$ cat src/sv/blm_pkg.sv
// shared types, codes and saturating fixed-point helpers of the line minimizer
package blm_pkg;

  typedef logic signed [63:0] fix_t;

  localparam fix_t FIX_MAX = 64'sh7FFF_FFFF_FFFF_FFFF;
  localparam fix_t FIX_MIN = 64'sh8000_0000_0000_0000;

  // golden ratio constant 0.3819660 as unsigned Q0.32
  localparam fix_t CGOLD = 64'sd1640531478;

  // input command codes
  localparam logic CMD_START = 1'b0;
  localparam logic CMD_VALUE = 1'b1;

  // result status codes
  localparam logic [1:0] ST_EVAL = 2'd0;
  localparam logic [1:0] ST_CONV = 2'd1;
  localparam logic [1:0] ST_FAIL = 2'd2;

  // configuration register indexes
  localparam logic CFG_TOL = 1'b0;
  localparam logic CFG_LIM = 1'b1;

  typedef struct packed {
    logic       cmd;
    fix_t       bracket_first;
    fix_t       initial_guess;
    fix_t       bracket_second;
    fix_t       func_value;
  } in_item_t;

  typedef struct packed {
    logic [1:0]  status;
    fix_t        point;
    fix_t        min_value;
    logic [15:0] iterations;
    logic [15:0] evaluations;
  } out_item_t;

  typedef enum logic [1:0] {
    PH_IDLE,
    PH_FIRST,
    PH_STEP
  } phase_e;

  typedef enum logic [4:0] {
    S_IDLE,
    S_LIMIT,
    S_M_TOL,
    S_CONV,
    S_M_R,
    S_M_Q,
    S_M_P1,
    S_M_P2,
    S_QFIX,
    S_M_M1,
    S_M_M2,
    S_M_M3,
    S_TEST,
    S_DIV,
    S_UCHK,
    S_GE,
    S_M_G,
    S_FINISH,
    S_OUT
  } state_e;

  typedef enum logic [4:0] {
    OP_NONE,
    OP_START,
    OP_FIRST,
    OP_TAKE,
    OP_FAIL,
    OP_ITER,
    OP_M_TOL,
    OP_CONV,
    OP_TOL2,
    OP_M_R,
    OP_M_Q,
    OP_M_P1,
    OP_M_P2,
    OP_QFIX,
    OP_M_M1,
    OP_M_M2,
    OP_M_M3,
    OP_DIV,
    OP_UCHK,
    OP_GE,
    OP_M_G,
    OP_FINISH,
    OP_LOAD_OUT
  } op_e;

  typedef struct packed {
    op_e op;
  } dp_cmd_t;

  typedef struct packed {
    logic limit_hit;
    logic conv;
    logic e_big;
    logic use_golden;
    logic mul_done;
    logic div_done;
  } dp_stat_t;

  // saturating add
  function automatic fix_t sadd(input fix_t a, input fix_t b);
    fix_t r;
    r = a + b;
    if (!a[63] && !b[63] && r[63]) return FIX_MAX;
    if (a[63] && b[63] && !r[63]) return FIX_MIN;
    return r;
  endfunction

  // saturating subtract
  function automatic fix_t ssub(input fix_t a, input fix_t b);
    fix_t r;
    r = a - b;
    if (!a[63] && b[63] && r[63]) return FIX_MAX;
    if (a[63] && !b[63] && !r[63]) return FIX_MIN;
    return r;
  endfunction

  function automatic fix_t sabs(input fix_t a);
    if (a == FIX_MIN) return FIX_MAX;
    return a[63] ? -a : a;
  endfunction

  function automatic fix_t sneg(input fix_t a);
    if (a == FIX_MIN) return FIX_MAX;
    return -a;
  endfunction

  // halving toward minus infinity
  function automatic fix_t shalf(input fix_t a);
    return a >>> 1;
  endfunction

  // exact floor midpoint
  function automatic fix_t mean(input fix_t a, input fix_t b);
    logic [63:0] ua;
    logic [63:0] ub;
    logic [63:0] m;
    ua = a ^ 64'h8000_0000_0000_0000;
    ub = b ^ 64'h8000_0000_0000_0000;
    m  = (ua >> 1) + (ub >> 1) + {63'd0, ua[0] & ub[0]};
    return fix_t'(m ^ 64'h8000_0000_0000_0000);
  endfunction

  function automatic logic [63:0] mag(input fix_t a);
    return a[63] ? 64'(-a) : 64'(a);
  endfunction

endpackage

$ cat src/sv/blm_ctrl.sv
// controller: search phase, step sequencing and channel handshakes
module blm_ctrl (
  input  logic               clk_i,
  input  logic               rst_ni,
  input  logic               in_valid_i,
  input  logic               in_cmd_i,
  output logic               in_stall_o,
  output logic               out_valid_o,
  input  logic               out_stall_i,
  output blm_pkg::dp_cmd_t   cmd_o,
  input  blm_pkg::dp_stat_t  stat_i
);

  blm_pkg::state_e state_q, state_d;
  blm_pkg::phase_e phase_q, phase_d;
  logic            ov_q, ov_d;

  always_ff @(posedge clk_i or negedge rst_ni) begin
    if (!rst_ni) begin
      state_q <= blm_pkg::S_IDLE;
      phase_q <= blm_pkg::PH_IDLE;
      ov_q    <= 1'b0;
    end else begin
      state_q <= state_d;
      phase_q <= phase_d;
      ov_q    <= ov_d;
    end
  end

  // next state and commands
  always_comb begin
    state_d    = state_q;
    phase_d    = phase_q;
    ov_d       = ov_q && out_stall_i;
    in_stall_o = 1'b1;
    cmd_o.op   = blm_pkg::OP_NONE;
    unique case (state_q)
      blm_pkg::S_IDLE: begin
        in_stall_o = 1'b0;
        if (in_valid_i) begin
          if (in_cmd_i == blm_pkg::CMD_START) begin
            cmd_o.op = blm_pkg::OP_START;
            phase_d  = blm_pkg::PH_FIRST;
            state_d  = blm_pkg::S_OUT;
          end else if (phase_q == blm_pkg::PH_FIRST) begin
            cmd_o.op = blm_pkg::OP_FIRST;
            state_d  = blm_pkg::S_LIMIT;
          end else if (phase_q == blm_pkg::PH_STEP) begin
            cmd_o.op = blm_pkg::OP_TAKE;
            state_d  = blm_pkg::S_LIMIT;
          end
        end
      end
      blm_pkg::S_LIMIT: begin
        if (stat_i.limit_hit) begin
          cmd_o.op = blm_pkg::OP_FAIL;
          phase_d  = blm_pkg::PH_IDLE;
          state_d  = blm_pkg::S_OUT;
        end else begin
          cmd_o.op = blm_pkg::OP_ITER;
          state_d  = blm_pkg::S_M_TOL;
        end
      end
      blm_pkg::S_M_TOL: begin
        cmd_o.op = blm_pkg::OP_M_TOL;
        if (stat_i.mul_done) state_d = blm_pkg::S_CONV;
      end
      blm_pkg::S_CONV: begin
        if (stat_i.conv) begin
          cmd_o.op = blm_pkg::OP_CONV;
          phase_d  = blm_pkg::PH_IDLE;
          state_d  = blm_pkg::S_OUT;
        end else begin
          cmd_o.op = blm_pkg::OP_TOL2;
          state_d  = stat_i.e_big ? blm_pkg::S_M_R : blm_pkg::S_GE;
        end
      end
      blm_pkg::S_M_R: begin
        cmd_o.op = blm_pkg::OP_M_R;
        if (stat_i.mul_done) state_d = blm_pkg::S_M_Q;
      end
      blm_pkg::S_M_Q: begin
        cmd_o.op = blm_pkg::OP_M_Q;
        if (stat_i.mul_done) state_d = blm_pkg::S_M_P1;
      end
      blm_pkg::S_M_P1: begin
        cmd_o.op = blm_pkg::OP_M_P1;
        if (stat_i.mul_done) state_d = blm_pkg::S_M_P2;
      end
      blm_pkg::S_M_P2: begin
        cmd_o.op = blm_pkg::OP_M_P2;
        if (stat_i.mul_done) state_d = blm_pkg::S_QFIX;
      end
      blm_pkg::S_QFIX: begin
        cmd_o.op = blm_pkg::OP_QFIX;
        state_d  = blm_pkg::S_M_M1;
      end
      blm_pkg::S_M_M1: begin
        cmd_o.op = blm_pkg::OP_M_M1;
        if (stat_i.mul_done) state_d = blm_pkg::S_M_M2;
      end
      blm_pkg::S_M_M2: begin
        cmd_o.op = blm_pkg::OP_M_M2;
        if (stat_i.mul_done) state_d = blm_pkg::S_M_M3;
      end
      blm_pkg::S_M_M3: begin
        cmd_o.op = blm_pkg::OP_M_M3;
        if (stat_i.mul_done) state_d = blm_pkg::S_TEST;
      end
      blm_pkg::S_TEST: begin
        state_d = stat_i.use_golden ? blm_pkg::S_GE : blm_pkg::S_DIV;
      end
      blm_pkg::S_DIV: begin
        cmd_o.op = blm_pkg::OP_DIV;
        if (stat_i.div_done) state_d = blm_pkg::S_UCHK;
      end
      blm_pkg::S_UCHK: begin
        cmd_o.op = blm_pkg::OP_UCHK;
        state_d  = blm_pkg::S_FINISH;
      end
      blm_pkg::S_GE: begin
        cmd_o.op = blm_pkg::OP_GE;
        state_d  = blm_pkg::S_M_G;
      end
      blm_pkg::S_M_G: begin
        cmd_o.op = blm_pkg::OP_M_G;
        if (stat_i.mul_done) state_d = blm_pkg::S_FINISH;
      end
      blm_pkg::S_FINISH: begin
        cmd_o.op = blm_pkg::OP_FINISH;
        phase_d  = blm_pkg::PH_STEP;
        state_d  = blm_pkg::S_OUT;
      end
      blm_pkg::S_OUT: begin
        if (!ov_q || !out_stall_i) begin
          cmd_o.op = blm_pkg::OP_LOAD_OUT;
          ov_d     = 1'b1;
          state_d  = blm_pkg::S_IDLE;
        end
      end
      default: state_d = blm_pkg::S_IDLE;
    endcase
  end

  assign out_valid_o = ov_q;

endmodule

$ cat config.mk
export PLATFORM = sky130hd
export DESIGN_NAME = blm_ctrl
export DESIGN_NICKNAME = d
export VERILOG_FILES = /design/src/sv/blm_pkg.sv /design/src/sv/blm_ctrl.sv
export SDC_FILE = /design/constraint.sdc
export NUM_CORES = 1
export LEC_CHECK = 0
export ABC_AREA = 0
export BUFFER_PORTS_ARGS = -buffer_cell sky130_fd_sc_hd__buf_2
export CAP_MARGIN = 20
export CORE_MARGIN = 2
export CORE_UTILIZATION = 50
export DETAILED_ROUTE_END_ITERATION = 12
export PLACE_DENSITY = 0.81
export SLEW_MARGIN = 20
export SYNTH_ARGS = -nofsm -noshare
export SYNTH_HDL_FRONTEND = slang
export SYNTH_SLANG_ARGS = --single-unit
$ cat constraint.sdc
create_clock -name clk_i -period 1.94 [get_ports clk_i]
set_input_delay 0.388 -clock clk_i [delete_from_list [all_inputs] [get_ports clk_i]]
set_output_delay 0.388 -clock clk_i [all_outputs]
set_load 0.05 [all_outputs]
**After elaboration in Yosys (flattened, before gate mapping)**

Index checks and enable logic that the tools add are counted.

- Flip-flop bits (word level): 8
- Input port bits: 11
- Output and inout bits: 7
- Word-level logic and storage cells: 83

- Eq/ne operators: 36
- Mux-type cells: 36
- Reductions and logical operators: 8

Operator list:

| cell | number |
|---|---|
| $pmux 5 s19 | 1 |
| $mux 5 | 18 |
| $pmux 5 s18 | 1 |
| $eq 5x4->1 const B | 8 |
| $ne 2x2->1 const B | 15 |
| $eq 5x3->1 const B | 4 |
| $mux 2 | 9 |
| $eq 5x5->1 const B | 3 |
| $reduce_and 13->1 | 1 |
| $eq 5x2->1 const B | 2 |
| $mux 4 | 2 |
| $pmux 2 s4 | 1 |
| $eq 5x1->1 const B | 1 |
| $logic_not 5->1 | 1 |
| $reduce_and 5->1 | 1 |
| $mux 1 | 4 |
| $ne 4x4->1 const B | 1 |
| $reduce_bool 4->1 | 1 |
| $eq 2x1->1 const B | 1 |
| $eq 2x2->1 const B | 1 |
| $logic_not 1->1 | 2 |
| $logic_and 1x1->1 | 1 |
| $logic_or 1x1->1 | 1 |

**Logic depth before layout (Yosys ltp)**

Gate-level depths: netlist of the first run.

- Depth in word-level cells: 6
- Gate-level depth with buffers: 7

**Worst setup path after synthesis of the first run**

No wires, ideal clock.

- Kind: reg-to-output
- From: reg ov_q (netlist: out_valid_o)
- To: out cmd_o[2] (netlist bit)
- Data arrival time: 1.883 ns
- Setup slack: -0.331 ns
- Cell stages (with the launch flop): 5
- Path buffers: 0
- Cell sequence: dfrtp_1 and2_1 o21ai_0 a21oi_1 o22ai_1

RTL lines:

| element | line | RTL |
|---|---|---|
| start: declaration | blm_ctrl.sv:16 | `logic ov_q, ov_d;` |
| start signal: assignment | blm_ctrl.sv:26 | `ov_q <= ov_d;` |
| end: declaration | blm_ctrl.sv:10 | `output blm_pkg::dp_cmd_t cmd_o,` |

==> reports/results.tsv, run 1 <==
metric	value	unit
Tcrit/Tclk final	1.05	
HP Class	in2async	
antenna viol nets, final	0	
Synth Area in Simple Gates	0.281	
top-area cell type share of the netlist area	0.214	
DR WL/cell	20.5	µm
Post-Synth Adder-Cell Area	0.0267	
Final WS setup	-0.104	ns
count of final hold-check violations	0	
Vias	1292	
RePlAce Congestion	1.01	
Synth Flop Type	dfrtp_1	
cell taking the most area after synthesis	dfrtp_1	
critical path arrival	1.66	ns
FF+latch count, synth	8	
Syn Inst Count	124	
Clock Latency Late Sink	0.25	ns
number of diodes	0	
Die Ht	47.3	µm
nets@finish	182	
GRT met2 Usage	0.497	
failing checks	negative setup slack	
final wirelength	3950	µm
Synth Area per Inst	7.55	µm²
xor/xnor share of the synthesized area	0.00936	
share of layout cells above drive strength 1	0.491	
CP endpoint kind	primary output	
gr usage total	0.324	
EDFF count, synth	0	
Reg2Reg Depth	6	
kind of critical path	reg2out	
Max Cap Viol	0	
Min Hold Slack	0.503	ns
num ports	18	
# rows	15	
Syn Nets	137	
clock transition at the registers of the reported paths	0.05	ns
met1 Use GR	0.423	
Die ar.	2230	µm²
Pre-antenna DRT Iters	5	
post-synthesis compound-gate area fraction	0.377	
TritonCTS clock tree	yes	
FF-to-FF Start	phase_q[0]$_DFFE_PN0P_	
H-Tree Depth	1	
slack of the worst reg-to-reg path	0.04	ns
Placeable Area	1750	µm²
top cells by count, synth	12 x nand2_1, 12 x nor2_1, 11 x o21ai_0	
max_slew headroom	0.734	
busiest grt layer	met2	
outcome	finished with violations	
Initial Util	0.536	
global route overflow	0	
Setup Skew	0.00496	ns
top post-synthesis cells by area	dfrtp_1 21%, o21ai_0 5.9%, a21oi_1 5.3%	
combinational family with the most area after synthesis	compound AO/OA/AOI/OAI gates	
IO buf count	17	
terminus of the critical flop-to-flop path	state_q[2]$_DFFE_PN0P_	
YS warnings	0	
detail-routed via count per cell	6.73	
synthesized area	936	µm²
synth-to-layout area growth	53.5	%
Iteration-0 DRC Markers	103	
total CTS buffers	3	
Critical Path Start Type	flop	
Tmin final	2.04	ns
sequential fraction of the synthesis area	0.214	
ys async rst share	1.00	
Crit Path Max Fanout	4	
Final Max Tran Viols	0	
vias in the first global route	1100	
CTS root buffer	clkbuf_4	
CTS Sinks	8	
Slew @ Worst Pin	0.397	ns
unrepaired setup endpoints after global routing	yes	
setup violators final	4	
M3 GR Usage	0.0769	
# DRC	0	
CP required	1.55	ns
global-route wire length before repair	5070	µm
Fmax achieved	489	MHz
post-synthesis mux area share	0.0160	
die width	47.3	µm
largest net degree at the start of global routing	17	
Synth cell types	49	
antenna violations before repair	0	
CTS Buffer Depth	2	
dpl hpwl	2090	µm
-- worst max path at each step --
stage                                 startpoint  endpoint  slack (ns)  cells past startpoint
after global placement    state_q[2]$_DFFE_PN0P_  cmd_o[1]         0.1                      6
final                     state_q[0]$_DFFE_PN0P_  cmd_o[1]       -0.10                      5
after CTS                 state_q[3]$_DFFE_PN0P_  cmd_o[1]       -0.04                      6
after detailed placement  state_q[0]$_DFFE_PN0P_  cmd_o[3]        0.05                      6
after global routing      state_q[2]$_DFFE_PN0P_  cmd_o[0]       -0.14                      8
after floorplan           state_q[3]$_DFFE_PN0P_  cmd_o[0]       -0.04                      7
-- per-layer routing --
| metal | up-vias | share of wire |
|---|---|---|
| li1 | 542 | - |
| met5 | - | 0 |
| met1 | 608 | 0.37 |
| met3 | 20 | 0.12 |
| met2 | 122 | 0.48 |
| met4 | 0 | 0.031 |
-- layout by cell type, fill, tap and decap left out, drive strengths merged, types with 3 or more instances in the layout --
| cell | n |
|---|---|
| clkbuf | 3 |
| nor3 | 3 |
| a31o | 3 |
| o21ai | 12 |
| nand2 | 12 |
| a21oi | 10 |
| inv | 5 |
| dfrtp | 8 |
| nor2 | 13 |
| o211ai | 4 |
| buf | 51 |
| nand3 | 3 |
| a211oi | 3 |
-- metrics by stage --
step | utilization | area [µm²] | instances | worst slack (ns) | TNS, ns
after global routing | 0.823 | 1440 | 192 | -0.135 | -0.506
after global placement | 0.658 | 1150 | 171 | 0.0970 | 0
after CTS | 0.750 | 1310 | 183 | -0.0422 | -0.0974
after floorplan | - | 957 | 124 | -0.0447 | -0.0890
final | 0.823 | 1440 | 192 | -0.104 | -0.234
after detailed placement | 0.658 | 1150 | 171 | 0.0548 | 0
-- state kept, by name, summed over array words and instances, names as in the netlist --
signal       cells
out_valid_o      1
phase_q          2
state_q          5
-- layout make-up --
| class | count | area (µm²) |
|---|---|---|
| Inverter | 5 | 26.3 |
| Timing Repair Buffer | 52 | 424 |
| Clock buffer | 3 | 22.5 |
| Multi-Input combinational cell | 99 | 727 |
| Tap cell | 25 | 31.3 |
| Sequential cell | 8 | 205 |
| Fill cell | 88 | 309 |
-- repair_timing --
action | 4_1_cts | 5_1_grt
hold endpoints to repair | 8 | 0
hold buffers | 1 | 0
pin swaps | 10 | 9
gates cloned | 0 | 1
endpoints found under the setup margin | 5 | 6
resized for setup | 24 | 21
buffers inserted | 8 | 8
-- cells by family after synthesis --
| group | Yosys count |
|---|---|
| AOI/OAI and AO/OA | 49 |
| xor gates and xnor gates | 1 |
| adders and majority gates | 2 |
| buffers and inverters | 17 |
| DFF | 8 |
| muxes | 1 |
| and+or+nand+nor | 46 |
-- critical path, cell delays in order, from the launching register on --
cell      delay, ns
dfrtp_2        0.41
buf_4          0.16
nor4bb_2       0.34
o21ai_0        0.20
nand3_2        0.13
buf_8          0.15
Power of run 1 is left out: the tool's default activity adds up to more than one toggle a clock period on the data nets, which glitch-free logic cannot reach.
==> run 2: changes to the inputs <==
--- a/config.mk
+++ b/config.mk
@@ -16,3 +16,4 @@
 export SYNTH_ARGS = -nofsm -noshare
 export SYNTH_HDL_FRONTEND = slang
 export SYNTH_SLANG_ARGS = --single-unit
+export TNS_END_PERCENT = 10
==> constraint.sdc (replaced) <==
create_clock -name clk_i -period 1.9 [get_ports clk_i]
set_input_delay 0.38 -clock clk_i [delete_from_list [all_inputs] [get_ports clk_i]]
set_output_delay 0.38 -clock clk_i [all_outputs]
set_load 0.05 [all_outputs]
==> run 2 against run 1 <==
The flow still finishes with violations (negative setup slack); wire length fell by 11%; critical endpoint is now cmd_o[0]; worst setup slack worse by 0.060 ns; non-clock buffer count shrank 3; register-to-register slack worse by 0.08 ns; global-route usage fell by 1.6 points; count of clock-buffer cells in the layout is the same; final cell count fell by 1.6%; critical path depth grew 3; die area unchanged; cell area fell by 5.1%; via count down 6.3%; clock skew down 0.0030 ns.
==> reports/results.tsv, run 2 (same netlist as run 1, synthesis figures left out) <==
metric	value	unit
IO buf count	17	
max_slew headroom	0.686	
num ports	18	
max FFs per register	5	
Critical Path Start Type	flop	
failing checks	negative setup slack	
outcome	finished with violations	
antenna violations before repair	0	
# DRC	0	
Tmin final	2.06	ns
Pre-antenna DRT Iters	5	
Max Cap Viol	0	
Clock Latency Late Sink	0.25	ns
CTS Buffer Depth	2	
Placeable Area	1750	µm²
Setup Skew	0.00192	ns
Initial Util	0.536	
CTS Sinks	8	
setup violators final	5	
Critical Path Max Stage Delay	0.45	ns
largest net degree at the start of global routing	16	
HP Class	in2async	
Biggest register	state_q	
Iteration-0 DRC Markers	71	
DR WL/cell	18.5	µm
sum of negative setup slack	-0.453	ns
unrepaired setup endpoints after global routing	yes	
Crit Path Max Fanout	7	
total CTS buffers	3	
CP endpoint kind	primary output	
final wirelength	3500	µm
Final WS setup	-0.164	ns
commonest cells after routing, fill and taps aside	28 x buf_4, 12 x buf_2, 11 x nor2_1, 11 x nand2_1, 9 x a21oi_1	
dpl hpwl	2170	µm
Slew @ Worst Pin	0.465	ns
nets@finish	179	
gr usage total	0.307	
number of diodes	0	
share of layout cells above drive strength 1	0.457	
placed cell count	175	
Slowest cell on crit path	dfrtp_2	
# rows	15	
RePlAce Congestion	0.935	
Die Ht	47.3	µm
die width	47.3	µm
Vias	1211	
TritonCTS clock tree	yes	
Tcrit/Tclk final	1.09	
critical path arrival	1.68	ns
kind of critical path	reg2out	
Final Max Tran Viols	0	
synth-to-layout area growth	45.7	%
H-Tree Depth	1	
CTS root buffer	clkbuf_4	
Crit path top cell by count	buf_6	
CP required	1.52	ns
Critical Path, Cell by Cell	buf_6 > nor2_4 > buf_6 > nand2_4 > nor2_2 > o21ai_1 > o221ai_2 > buf_6	
Fmax achieved	484	MHz
Crit path max-delay family	flip-flops	
vias in the first global route	1014	
worst slack, placed	0.00477	ns
clock transition at the registers of the reported paths	0.05	ns
antenna viol nets, final	0	
fin cells	189	
global-route wire length before repair	4790	µm
commonest non-fill, non-tap cell in the layout	buf_4	
detail-routed via count per cell	6.41	
count of final hold-check violations	0	
fillcell total	112	
global route overflow	0	
Die ar.	2230	µm²
CP bufs+invs	3	
==> run 2: stage by stage <==
stage	util	cell area [µm²]	hold slack [ns]
6_report	0.781	1360	0.496
5_1_grt	0.781	1360	0.510
4_1_cts	0.743	1300	0.489
3_5_place_dp	0.672	1170	0.231
3_3_place_gp	0.672	1170	0.225
2_1_floorplan	-	952	0.0844
==> run 2: path summary, 6_finish.rpt <==
kind,from,end,slack [ns],cells after the start
max,state_q[2]$_DFFE_PN0P_,cmd_o[0],-0.16,8
min,rst_ni,phase_q[0]$_DFFE_PN0P_,0.50,2
max reg2reg,phase_q[0]$_DFFE_PN0P_,state_q[2]$_DFFE_PN0P_,-0.04,6
min reg2reg,phase_q[1]$_DFFE_PN0P_,phase_q[1]$_DFFE_PN0P_,0.56,1
max in group asynchronous,rst_ni,state_q[2]$_DFFE_PN0P_,1.22,2
min in group clk_i,phase_q[1]$_DFFE_PN0P_,phase_q[1]$_DFFE_PN0P_,0.56,1
==> run 2: per-layer routing <==
metal / track usage / up-vias / wire, µm
li1: - / 541 / -
met1: 0.420 / 551 / 1290
met2: 0.486 / 100 / 1640
met3: 0.0308 / 19 / 445
met4: 0.139 / 0 / 122
met5: 0 / - / 0
==> run 2: what timing repair did <==
item	4_1_cts	5_1_grt
endpoints found under the setup margin	6	8
setup buffers	5	5
endpoints found under the hold margin	8	0
pin swaps	8	5
hold buffers	1	0
gates resized for setup	21	11
==> run 2: final cells by class <==
class | instances | area (µm²) | area share
multi-input cells | 99 | 707 | 0.518
repair buffers | 49 | 374 | 0.274
flip-flops and latches | 8 | 205 | 0.150
well taps | 25 | 31.3 | 0.0229
inverters | 5 | 23.8 | 0.0174
clock buffers | 3 | 22.5 | 0.0165
==> run 2: worst register-to-register path, stage by stage (launching register included) <==
cell and delay, ns:
dfrtp_1 0.39, buf_4 0.16, ha_1 0.19, or3b_1 0.36
a32oi_2 0.24, a211oi_4 0.15, mux2_4 0.32
Power of run 2 is left out for the same reason.
==> run 3: changes to the inputs <==
--- a/config.mk
+++ b/config.mk
@@ -9,9 +9,9 @@
 export BUFFER_PORTS_ARGS = -buffer_cell sky130_fd_sc_hd__buf_2
 export CAP_MARGIN = 20
 export CORE_MARGIN = 2
-export CORE_UTILIZATION = 50
+export CORE_UTILIZATION = 54
 export DETAILED_ROUTE_END_ITERATION = 12
-export PLACE_DENSITY = 0.81
+export PLACE_DENSITY = 0.86
 export SLEW_MARGIN = 20
 export SYNTH_ARGS = -nofsm -noshare
 export SYNTH_HDL_FRONTEND = slang
==> run 3 against run 2 <==
The run still ends with negative setup slack left; sequential share of layout area shrank 0.14 points; wire length up 6.9%; critical path depth shrank 2; clock skew up 0.0064 ns; worst setup slack gained 0.017 ns; global-route usage increased by 1.3 points; utilization rose by 4.3 points; die area fell by 6.8%; non-clock buffer count shrank 4; first-iteration DRC count rose by 48%; critical path type unchanged; largest cell class unchanged.
==> reports/results.tsv, run 3 (same netlist as run 1, synthesis figures left out) <==
metric	value	unit
commonest non-fill, non-tap cell in the layout	buf_4	
CTS Buffer Depth	2	
total CTS buffers	3	
outcome	finished with violations	
Final WS setup	-0.147	ns
largest net degree at the start of global routing	19	
Slew @ Worst Pin	0.408	ns
CTS Sinks	8	
max FFs per register	5	
dpl hpwl	2090	µm
sequential cell area	205	µm²
# DRC	0	
CP required	1.52	ns
unrepaired setup endpoints after global routing	yes	
detail-routed via count per cell	7.05	
number of diodes	0	
critical path arrival	1.67	ns
IO buf count	17	
Slowest cell on crit path	dfrtp_1	
setup violators final	5	
Die Ht	45.6	µm
DR WL/cell	21.1	µm
Critical Path, Cell by Cell	buf_6 > nor3_4 > nand3_2 > o32a_1 > nand3_1 > buf_6	
max_slew headroom	0.724	
Final Max Tran Viols	0	
antenna violations before repair	0	
Iteration-0 DRC Markers	105	
Tcrit/Tclk final	1.08	
Die ar.	2080	µm²
num ports	18	
kind of critical path	reg2out	
synth-to-layout area growth	47.1	%
Critical Path Max Stage Delay	0.44	ns
Biggest register	state_q	
TritonCTS clock tree	yes	
HP Class	in2async	
gr usage total	0.320	
count of final hold-check violations	0	
Crit Path Max Fanout	5	
Placeable Area	1670	µm²
# rows	15	
antenna viol nets, final	0	
sum of negative setup slack	-0.479	ns
failing checks	negative setup slack	
nets@finish	175	
Vias	1247	
die width	45.6	µm
CTS root buffer	clkbuf_4	
Multi-input gate area	733	µm²
Critical Path Start Type	flop	
clock transition at the registers of the reported paths	0.06	ns
CP endpoint kind	primary output	
Clock Latency Late Sink	0.25	ns
Tmin final	2.05	ns
commonest cells after routing, fill and taps aside	18 x buf_4, 12 x buf_2, 12 x buf_6	
global route overflow	0	
Initial Util	0.560	
Max Cap Viol	0	
share of layout cells above drive strength 1	0.494	
vias in the first global route	1068	
global-route wire length before repair	4750	µm
Setup Skew	0.00831	ns
H-Tree Depth	1	
fillcell total	84	
final wirelength	3740	µm
Crit path top cell by count	buf_6	
Pre-antenna DRT Iters	4	
RePlAce Congestion	0.907	
Fmax achieved	489	MHz
-- run 3: changes by cell type in the layout (fill, tap and decap cells not counted), moves of 2 or more --
cell	before	now
buf_4	28	18
inv_1	4	2
inv_2	0	2
buf_6	7	12
-- run 3: worst paths after layout --
path	startpoint	end	slack [ns]	cells past startpoint
max reg2reg	phase_q[1]$_DFFE_PN0P_	state_q[2]$_DFFE_PN0P_	-0.02	6
min reg2reg	phase_q[0]$_DFFE_PN0P_	phase_q[0]$_DFFE_PN0P_	0.59	1
max in group asynchronous	rst_ni	state_q[4]$_DFFE_PN0P_	1.21	2
max	state_q[3]$_DFFE_PN0P_	cmd_o[1]	-0.15	6
min	rst_ni	state_q[3]$_DFFE_PN0P_	0.49	2
min in group clk_i	stat_i[2]	state_q[1]$_DFFE_PN0P_	0.58	4
-- run 3: area by class of cell --
type	count	area share
inverters	5	0.0191
well taps	17	0.0155
multi-input cells	99	0.533
repair buffers	45	0.267
flip-flops and latches	8	0.149
clock buffers	3	0.0164
-- run 3: metrics by stage --
step / instance area, µm² / hold WS (ns) / cells / setup slack, ns / utilization
5_1_grt: 1380 / 0.502 / 177 / -0.192 / 0.824
3_3_place_gp: 1140 / 0.228 / 164 / 0.0243 / 0.683
2_1_floorplan: 952 / 0.0844 / 124 / -0.0898 / -
3_5_place_dp: 1140 / 0.229 / 164 / 0.00276 / 0.683
6_report: 1380 / 0.494 / 177 / -0.147 / 0.824
4_1_cts: 1260 / 0.495 / 169 / -0.0780 / 0.752
-- run 3: timing repair --
action	4_1_cts	5_1_grt
endpoints found under the setup margin	5	7
setup buffers	1	8
pin swaps	5	14
resized for setup	26	19
hold endpoints to repair	8	0
hold buffers	1	0
-- run 3: layer usage --
| metal | wire, µm | global-route usage | share of wire | up-vias |
|---|---|---|---|---|
| met5 | 0 | 0 | 0 | - |
| met4 | 214 | 0.176 | 0.057 | 0 |
| met3 | 413 | 0.0476 | 0.11 | 29 |
| met2 | 1750 | 0.541 | 0.47 | 120 |
| met1 | 1360 | 0.383 | 0.36 | 566 |
| li1 | - | - | - | 532 |
-- run 3: worst max-delay path: cells and delay by family (launching register included) --
| family | cells | cell delay (ns) |
|---|---|---|
| compound gates | 1 | 0.19 |
| buf+inv | 2 | 0.34 |
| flops | 1 | 0.44 |
| simple gates | 3 | 0.45 |
Power of run 3 is left out for the same reason.
